--- src/hdl/pap_pkg.sv ---
// Package for the polygon area / perimeter / shape block.
// Holds the sequencer state type, field widths and status codes.
// No dependencies.
package pap_pkg;

  localparam int COORD_W = 24;
  localparam int DIFF_W  = COORD_W + 1;
  localparam int PROD_W  = 2 * DIFF_W;
  localparam int AREA_W  = 59;
  localparam int LEN_W   = 36;
  localparam int RATIO_W = 32;
  localparam int STAT_W  = 2;
  localparam int ROOT_W  = PROD_W + 2;
  localparam int NUM_W   = 105;
  localparam int DSH_W   = AREA_W + 48;
  localparam int CNT_W   = 6;
  localparam int SQRT_STEPS = PROD_W / 2;

  localparam logic [RATIO_W-1:0] INV_PI_Q32 = 32'd1367130551;
  localparam logic [RATIO_W-1:0] RATIO_POS_SAT = 32'h7FFF_FFFF;
  localparam logic [RATIO_W-1:0] RATIO_NEG_SAT = 32'h8000_0000;

  localparam logic [STAT_W-1:0] STAT_OK   = 2'd0;
  localparam logic [STAT_W-1:0] STAT_ZERO = 2'd1;
  localparam logic [STAT_W-1:0] STAT_SAT  = 2'd2;
  localparam logic [STAT_W-1:0] STAT_BAD  = 2'd3;

  typedef enum logic [3:0] {
    ST_IDLE,
    ST_CLOSE,
    ST_MUL_T,
    ST_MUL_X,
    ST_MUL_Y,
    ST_SQRT_LD,
    ST_SQRT,
    ST_EDGE_ACC,
    ST_FIN_MAG,
    ST_SQ,
    ST_PI,
    ST_DIV_CHK,
    ST_DIV,
    ST_RATIO,
    ST_FIN
  } state_t;

endpackage

--- src/hdl/polygon_area_perimeter_shape.sv ---
// Polygon area, perimeter and shape ratio, one vertex per transaction.
// The first vertex is only stored; each later vertex runs the 25x25 multiplier
// three times, then a 26-step bit-serial square root.
// The last vertex adds a closing edge, then a serial multiply and restoring
// divide on one shared wide adder (skipped for zero area) before the result is posted.
// Reset (rst_n low, synchronous): sequencer idle, sums and output valid clear.
module polygon_area_perimeter_shape (
  input  logic                           clk,
  input  logic                           rst_n,
  input  logic                           in_valid,
  output logic                           in_ready,
  input  logic signed [pap_pkg::COORD_W-1:0] in_vert_x,
  input  logic signed [pap_pkg::COORD_W-1:0] in_vert_y,
  input  logic                           in_last_vertex,
  output logic                           out_valid,
  input  logic                           out_ready,
  output logic signed [pap_pkg::AREA_W-1:0]  out_area,
  output logic        [pap_pkg::LEN_W-1:0]   out_perimeter,
  output logic signed [pap_pkg::RATIO_W-1:0] out_shape_ratio,
  output logic        [pap_pkg::STAT_W-1:0]  out_status
);

  pap_pkg::state_t state_r, state_nxt;

  // polygon state
  logic signed [pap_pkg::COORD_W-1:0] first_x_r, first_y_r, prev_x_r, prev_y_r;
  logic                               have_first_r, last_r, closing_r;
  logic [pap_pkg::AREA_W-1:0]         area_sum_r;
  logic [pap_pkg::LEN_W-1:0]          length_sum_r;

  // edge datapath
  logic signed [pap_pkg::DIFF_W-1:0] dx_r, dy_r, sy_r;
  logic signed [pap_pkg::PROD_W-1:0] prod_r;
  logic signed [pap_pkg::DIFF_W-1:0] mul_a, mul_b;
  logic [pap_pkg::PROD_W-1:0]        rad_r;
  logic [pap_pkg::PROD_W-1:0]        rem_r;
  logic [pap_pkg::ROOT_W-1:0]        root_r;
  logic [4:0]                        k_r;
  logic [pap_pkg::ROOT_W-1:0]        sq_bit, sq_try;
  logic                              sq_ge;
  logic [pap_pkg::ROOT_W-1:0]        len_w;
  logic [pap_pkg::LEN_W:0]           len_sum_w;

  // final ratio datapath (shared wide adder)
  logic [pap_pkg::AREA_W-1:0]   mag_r;
  logic                         neg_r;
  logic [pap_pkg::NUM_W-1:0]    acc_r, mcand_r;
  logic [pap_pkg::LEN_W-1:0]    mplier_r;
  logic [pap_pkg::DSH_W-1:0]    dsh_r;
  logic [pap_pkg::RATIO_W-1:0]  q_r;
  logic                         qsat_r;
  logic [pap_pkg::CNT_W-1:0]    cnt_r;
  logic                         div_ge;
  logic [pap_pkg::AREA_W-1:0]   mag_w;
  // ratio and status wait here until the output slot frees up
  logic [pap_pkg::RATIO_W-1:0]  ratio_r;
  logic [pap_pkg::STAT_W-1:0]   stat_r;

  logic in_fire, out_fire;

  assign in_fire  = in_valid && in_ready;
  assign out_fire = out_valid && out_ready;

  // --- outputs of the sequencer
  always_comb begin
    in_ready = (state_r == pap_pkg::ST_IDLE);
  end

  // one shared signed multiplier, operands picked by state
  always_comb begin
    unique case (state_r)
      pap_pkg::ST_MUL_T: begin
        mul_a = sy_r;
        mul_b = dx_r;
      end
      pap_pkg::ST_MUL_X: begin
        mul_a = dx_r;
        mul_b = dx_r;
      end
      default: begin
        mul_a = dy_r;
        mul_b = dy_r;
      end
    endcase
  end

  // square root step: try r + bit against the remainder
  assign sq_bit = pap_pkg::ROOT_W'(1) << {k_r, 1'b0};
  assign sq_try = root_r + sq_bit;
  assign sq_ge  = {2'b00, rem_r} >= sq_try;
  // round to nearest: bump when the remainder exceeds the root
  assign len_w     = root_r + pap_pkg::ROOT_W'({2'b00, rem_r} > root_r);
  assign len_sum_w = {1'b0, length_sum_r} + (pap_pkg::LEN_W+1)'(len_w);

  assign mag_w  = area_sum_r[pap_pkg::AREA_W-1] ? (~area_sum_r + 1'b1) : area_sum_r;
  assign div_ge = {2'b00, acc_r} >= dsh_r;

  // --- next state
  always_comb begin
    state_nxt = state_r;
    unique case (state_r)
      pap_pkg::ST_IDLE: begin
        if (in_fire) begin
          if (!have_first_r) begin
            state_nxt = in_last_vertex ? pap_pkg::ST_CLOSE : pap_pkg::ST_IDLE;
          end else begin
            state_nxt = pap_pkg::ST_MUL_T;
          end
        end
      end
      pap_pkg::ST_CLOSE:    state_nxt = pap_pkg::ST_MUL_T;
      pap_pkg::ST_MUL_T:    state_nxt = pap_pkg::ST_MUL_X;
      pap_pkg::ST_MUL_X:    state_nxt = pap_pkg::ST_MUL_Y;
      pap_pkg::ST_MUL_Y:    state_nxt = pap_pkg::ST_SQRT_LD;
      pap_pkg::ST_SQRT_LD:  state_nxt = pap_pkg::ST_SQRT;
      pap_pkg::ST_SQRT: begin
        if (k_r == 5'd0) state_nxt = pap_pkg::ST_EDGE_ACC;
      end
      pap_pkg::ST_EDGE_ACC: begin
        priority if (closing_r) state_nxt = pap_pkg::ST_FIN_MAG;
        else if (last_r)        state_nxt = pap_pkg::ST_CLOSE;
        else                    state_nxt = pap_pkg::ST_IDLE;
      end
      pap_pkg::ST_FIN_MAG: begin
        state_nxt = (mag_w == '0) ? pap_pkg::ST_FIN : pap_pkg::ST_SQ;
      end
      pap_pkg::ST_SQ: begin
        if (cnt_r == pap_pkg::CNT_W'(pap_pkg::LEN_W - 1)) state_nxt = pap_pkg::ST_PI;
      end
      pap_pkg::ST_PI: begin
        if (cnt_r == pap_pkg::CNT_W'(pap_pkg::RATIO_W)) state_nxt = pap_pkg::ST_DIV_CHK;
      end
      pap_pkg::ST_DIV_CHK: begin
        state_nxt = ({3'b000, acc_r} >= {1'b0, mag_r, 48'd0} << 1) ?
                    pap_pkg::ST_RATIO : pap_pkg::ST_DIV;
      end
      pap_pkg::ST_DIV: begin
        if (cnt_r == pap_pkg::CNT_W'(pap_pkg::RATIO_W - 1)) state_nxt = pap_pkg::ST_RATIO;
      end
      pap_pkg::ST_RATIO:    state_nxt = pap_pkg::ST_FIN;
      pap_pkg::ST_FIN: begin
        if (!out_valid || out_ready) state_nxt = pap_pkg::ST_IDLE;
      end
      default:              state_nxt = pap_pkg::ST_IDLE;
    endcase
  end

  always_ff @(posedge clk) begin
    if (!rst_n) begin
      state_r <= pap_pkg::ST_IDLE;
    end else begin
      state_r <= state_nxt;
    end
  end

  // --- control registers
  always_ff @(posedge clk) begin
    if (!rst_n) begin
      have_first_r <= 1'b0;
      last_r       <= 1'b0;
      closing_r    <= 1'b0;
      area_sum_r   <= '0;
      length_sum_r <= '0;
      out_valid    <= 1'b0;
    end else begin
      if (state_r == pap_pkg::ST_FIN && (!out_valid || out_ready)) begin
        out_valid <= 1'b1;
      end else if (out_fire) begin
        out_valid <= 1'b0;
      end
      unique case (state_r)
        pap_pkg::ST_IDLE: begin
          if (in_fire) begin
            have_first_r <= 1'b1;
            last_r       <= in_last_vertex;
          end
        end
        pap_pkg::ST_CLOSE: begin
          closing_r <= 1'b1;
          last_r    <= 1'b0;
        end
        pap_pkg::ST_MUL_X: begin
          // trapezoid term, wraps modulo 2^59
          area_sum_r <= area_sum_r + pap_pkg::AREA_W'(prod_r);
        end
        pap_pkg::ST_EDGE_ACC: begin
          length_sum_r <= len_sum_w[pap_pkg::LEN_W] ? '1 : len_sum_w[pap_pkg::LEN_W-1:0];
        end
        pap_pkg::ST_FIN: begin
          if (!out_valid || out_ready) begin
            have_first_r <= 1'b0;
            closing_r    <= 1'b0;
            area_sum_r   <= '0;
            length_sum_r <= '0;
          end
        end
        default: ;
      endcase
    end
  end

  // --- datapath registers
  always_ff @(posedge clk) begin
    unique case (state_r)
      pap_pkg::ST_IDLE: begin
        if (in_fire) begin
          if (!have_first_r) begin
            first_x_r <= in_vert_x;
            first_y_r <= in_vert_y;
          end
          prev_x_r <= in_vert_x;
          prev_y_r <= in_vert_y;
          dx_r <= pap_pkg::DIFF_W'(in_vert_x) - pap_pkg::DIFF_W'(prev_x_r);
          dy_r <= pap_pkg::DIFF_W'(in_vert_y) - pap_pkg::DIFF_W'(prev_y_r);
          sy_r <= pap_pkg::DIFF_W'(in_vert_y) + pap_pkg::DIFF_W'(prev_y_r);
        end
      end
      pap_pkg::ST_CLOSE: begin
        dx_r <= pap_pkg::DIFF_W'(first_x_r) - pap_pkg::DIFF_W'(prev_x_r);
        dy_r <= pap_pkg::DIFF_W'(first_y_r) - pap_pkg::DIFF_W'(prev_y_r);
        sy_r <= pap_pkg::DIFF_W'(first_y_r) + pap_pkg::DIFF_W'(prev_y_r);
      end
      pap_pkg::ST_MUL_T, pap_pkg::ST_MUL_X: begin
        prod_r <= mul_a * mul_b;
      end
      pap_pkg::ST_MUL_Y: begin
        rad_r  <= prod_r;
        prod_r <= mul_a * mul_b;
      end
      pap_pkg::ST_SQRT_LD: begin
        rem_r  <= rad_r + prod_r;
        root_r <= '0;
        k_r    <= 5'(pap_pkg::SQRT_STEPS);
      end
      pap_pkg::ST_SQRT: begin
        if (sq_ge) begin
          rem_r  <= rem_r - pap_pkg::PROD_W'(sq_try);
          root_r <= (root_r >> 1) + sq_bit;
        end else begin
          root_r <= root_r >> 1;
        end
        k_r <= k_r - 5'd1;
      end
      pap_pkg::ST_FIN_MAG: begin
        neg_r    <= area_sum_r[pap_pkg::AREA_W-1];
        mag_r    <= mag_w;
        acc_r    <= '0;
        mcand_r  <= pap_pkg::NUM_W'(length_sum_r);
        mplier_r <= length_sum_r;
        cnt_r    <= '0;
        qsat_r   <= 1'b0;
        q_r      <= '0;
      end
      pap_pkg::ST_SQ, pap_pkg::ST_PI: begin
        // serial shift-add multiply; the last SQ step lands the square in
        // mcand and loads 1/pi as the next multiplier
        if (state_r == pap_pkg::ST_SQ && cnt_r == pap_pkg::CNT_W'(pap_pkg::LEN_W - 1)) begin
          acc_r    <= '0;
          mcand_r  <= acc_r + (mplier_r[0] ? mcand_r : '0);
          mplier_r <= pap_pkg::LEN_W'(pap_pkg::INV_PI_Q32);
          cnt_r    <= '0;
        end else begin
          acc_r    <= acc_r + (mplier_r[0] ? mcand_r : '0);
          mcand_r  <= mcand_r << 1;
          mplier_r <= mplier_r >> 1;
          cnt_r    <= cnt_r + 1'b1;
        end
      end
      pap_pkg::ST_DIV_CHK: begin
        qsat_r <= ({3'b000, acc_r} >= {1'b0, mag_r, 48'd0} << 1);
        dsh_r  <= {mag_r, 48'd0};
        cnt_r  <= '0;
      end
      pap_pkg::ST_DIV: begin
        if (div_ge) acc_r <= acc_r - pap_pkg::NUM_W'(dsh_r);
        q_r   <= {q_r[pap_pkg::RATIO_W-2:0], div_ge};
        dsh_r <= dsh_r >> 1;
        cnt_r <= cnt_r + 1'b1;
      end
      pap_pkg::ST_RATIO: begin
        if (!neg_r) begin
          if (qsat_r || q_r[pap_pkg::RATIO_W-1]) begin
            ratio_r <= pap_pkg::RATIO_POS_SAT;
            stat_r  <= pap_pkg::STAT_SAT;
          end else begin
            ratio_r <= q_r;
            stat_r  <= pap_pkg::STAT_OK;
          end
        end else begin
          if (qsat_r || (q_r[pap_pkg::RATIO_W-1] && q_r[pap_pkg::RATIO_W-2:0] != '0)) begin
            ratio_r <= pap_pkg::RATIO_NEG_SAT;
            stat_r  <= pap_pkg::STAT_SAT;
          end else begin
            ratio_r <= ~q_r + 1'b1;
            stat_r  <= pap_pkg::STAT_OK;
          end
        end
      end
      pap_pkg::ST_FIN: begin
        if (!out_valid || out_ready) begin
          out_area      <= $signed(area_sum_r) >>> 1;
          out_perimeter <= length_sum_r;
          if (mag_r == '0) begin
            out_shape_ratio <= '0;
            out_status      <= pap_pkg::STAT_ZERO;
          end else begin
            out_shape_ratio <= ratio_r;
            out_status      <= stat_r;
          end
        end
      end
      default: ;
    endcase
  end

endmodule

--- config.mk ---
export PLATFORM = sky130hd
export DESIGN_NAME = polygon_area_perimeter_shape
export DESIGN_NICKNAME = d
export VERILOG_FILES = /design/src/hdl/pap_pkg.sv /design/src/hdl/polygon_area_perimeter_shape.sv
export SDC_FILE = /design/constraint.sdc
export NUM_CORES = 2
export LEC_CHECK = 0
export ABC_AREA = 1
export BUFFER_PORTS_ARGS = -buffer_cell sky130_fd_sc_hd__buf_2
export CAP_MARGIN = 20
export CORE_MARGIN = 3
export CORE_UTILIZATION = 55
export CTS_CLUSTER_DIAMETER = 80
export CTS_CLUSTER_SIZE = 8
export DETAILED_ROUTE_END_ITERATION = 8
export PLACE_DENSITY = 0.82
export SLEW_MARGIN = 20
export SYNTH_ARGS = -nofsm -noshare
export SYNTH_HDL_FRONTEND = slang
export SYNTH_SLANG_ARGS = --single-unit
--- constraint.sdc ---
create_clock -name clk -period 10.22 [get_ports clk]
set_clock_uncertainty 0.15 [all_clocks]
set_input_delay 0.511 -clock clk [delete_from_list [all_inputs] [get_ports clk]]
set_output_delay 0.511 -clock clk [all_outputs]
set_load 0.1 [all_outputs]
==> impl_metrics.csv <==
group,metric,value,unit
synth,async_reset_ff_frac,0,
detailed_routing,firstDrtPassIters,7,
critical_path,required,10.62,ns
floorplan,die_y,446,µm
synth,synthCells,13900,
timing,slew_headroom,0.213,
clock_tree,numCtsBuffers,160,
synth,yosys_warnings,0,
timing,finalMaxSlewViolations,0,
global_routing,first_global_vias,97600,
synth,synthTopCellsByCount,"2,875 x nand2_1, 2,349 x inv_1, 1,724 x nor2_1",
clock_tree,worstSkewPairLatency,0.89,ns
synth,yosysTopAreaCell,"edfxtp_1",
timing,setup_violations,0,
detailed_routing,antenna_left,0,
timing,fmax,104,MHz
global_routing,grt_max_degree,142,
timing,period_minus_slack,9.61,ns
clock_tree,clockBufferDepth,3,
clock_tree,htreeDepth,4,
finish,drive_gt1_frac,0.0466,
clock_tree,clk_pin_slew,0.05,ns
floorplan,start_util,0.554,
clock_tree,cts-root-buf,"clkbuf_16",
global_routing,antenna_found_initial,8,
critical_path,crit_path_top_delay_cell,"a211oi_1",
synth,ys_seq_area_frac,0.298,
synth,synth_top_area_share,0.279,
timing,rsz0062_at_grt,"false",
timing,finalHoldViolations,0,
detailed_routing,drc,0,
floorplan,num_io_pins,184,
critical_path,start_kind,"flip-flop",
clock_tree,cts_setup_buffers,0,
synth,synth_area,107000,µm²
global_routing,grt_pass1_wl,602,mm
detailed_routing,wire_per_inst,24.1,µm
critical_path,cp-end-kind,"flip-flop",
synth,synth_edf_count,990,
timing,fin_tns_setup,0,ns
placement,port-buffer-count,183,
clock_tree,cts-resized-gates,0,
detailed_routing,vias,99300,
detailed_routing,routed_wl,403,mm
clock_tree,clock_sinks,1093,
synth,synth_most_common_cell,"nand2_1",
critical_path,crit_top_cell,"fa_1",
synth,yosys.cell_types.count,79,
critical_path,critPathMaxFanout,22,
clock_tree,cts_hold_buffers,51,
synth,ys.flop_type,"edfxtp_1",
timing,postLayoutSetupSlackWorst,0.610,ns
floorplan,die_w,446,µm
global_routing,overflow,0,
critical_path,cp_data_arrival_time,10.02,ns
placement,placed_cell_area,111000,µm²
run,drv_cap,0,
synth,synth.avg_cell_area,7.67,µm²
critical_path,path_class,"flip-flop to flip-flop",
critical_path,cpPeakStageDelay,0.75,ns
clock_tree,cts_tree,"built",
placement,gp_congestion,1.07,
timing,worstMarginPinSlew,1.17,ns
worst_hold_path,min_path_type,"input port to flip-flop",
finish,syn_to_final_growth,8.59,%
timing,finalCritPeriodShare,0.940,
synth,ys_top_cells_by_area,"edfxtp_1 28%, fa_1 13%, nand2_1 10%, ha_1 9.2%, inv_1 8.3%",
floorplan,core_area,193000,µm²
finish,design_area,116000,µm²
global_routing,grt_use_total,0.400,
outcome,outcome,"complete, no violations",
synth,syn_nets,15400,
placement,dp_slack,0.892,ns
placement,hpwl,328,mm
floorplan,num_rows,161,
critical_path,path_delay_family,"adder cells",
synth,synth-seq-cells,1093,
finish,nets,15600,
detailed_routing,viasPerCell,5.93,
timing,hold_ws,0.160,ns
critical_path,cp_num_buf_inv,7,
detailed_routing,drt_iter0_drc,11500,
floorplan,dieArea,199000,µm²
==> metal layers <==
layer / GRT usage / share of wire / up-vias
met3: 0.0743 / 0.091 / 1202
met1: 0.497 / 0.38 / 46900
met2: 0.635 / 0.45 / 5310
li1: - / - / 45900
met5: 0 / 0.000047 / -
met4: 0.273 / 0.084 / 2
==> worst reg2reg max path: cells and delay by family (launching register included) <==
family | cells | cell delay [ns]
adders and majority gates | 8 | 3.97
AOI/OAI and AO/OA | 7 | 1.72
and+or+nand+nor | 7 | 1.69
buffers and inverters | 7 | 1.35
DFF | 1 | 0.29
xor gates and xnor gates | 1 | 0.15
==> placed cells by master, fill, tap and decap left out, drive strengths merged, types with 91 or more instances in the layout <==
cell type     n
or2          92
o21ai       960
inv        2364
a31oi       120
fa          668
buf         302
nor3        119
nand3       486
ha          783
dfxtp       103
xor2        297
xnor2       118
nor2       1737
a21oi      1154
nand2      2881
edfxtp      990
clkbuf      231
nor4         91
a21o         93
==> worst paths after layout <==
check / start / end / slack, ns / cells past startpoint
worst max-delay path: state_r[0]$_SDFFE_PN0P_ / prod_r[42]$_DFFE_PP_ / 0.61 / 30
worst min-delay path: out_ready / out_valid$_SDFFE_PN0P_ / 0.16 / 4
worst max register to register: state_r[0]$_SDFFE_PN0P_ / prod_r[42]$_DFFE_PP_ / 0.61 / 30
worst min register to register: mcand_r[97]$_SDFFCE_PP0P_ / mcand_r[98]$_SDFFCE_PP0P_ / 0.32 / 2
==> final cells by class <==
type | count | area (µm²)
fillers | 17600 | 76700
multi-input cells | 10100 | 64900
flip-flops and latches | 1093 | 31800
inverters | 2372 | 8910
clock buffers | 231 | 4300
well taps | 2526 | 3160
repair buffers | 353 | 2360
clock inverters | 24 | 422
diodes | 7 | 17.5
==> per-stage QoR <==
step / cells / utilization
floorplan: 13900 / -
CTS: 16700 / 0.601
global route: 16700 / 0.601
global placement: 16400 / 0.574
detailed placement: 16400 / 0.574
finish: 16700 / 0.601
==> logic make-up (layout without fill, tap and decap cells) <==
group,after synthesis,in the layout,share of synthesized area
simple gates,5549,5549,0.211
compound gates,2726,2726,0.144
buf+inv,2677,2980,0.0951
fa+ha+maj,1451,1451,0.217
flops,1093,1093,0.298
xor+xnor,415,415,0.0342
mux,1,1,0.0000938
other cells,0,7,0
==> state kept, by name (all words and copies together), names as in the netlist, 52 cells and up <==
register and cells:
dsh_r 107, acc_r 105, mcand_r 105, area_sum_r 59
mag_r 59, out_area 58, root_r 52
Power is left out: the tool's default activity adds up to more than one toggle a clock period on the data nets, which glitch-free logic cannot reach.
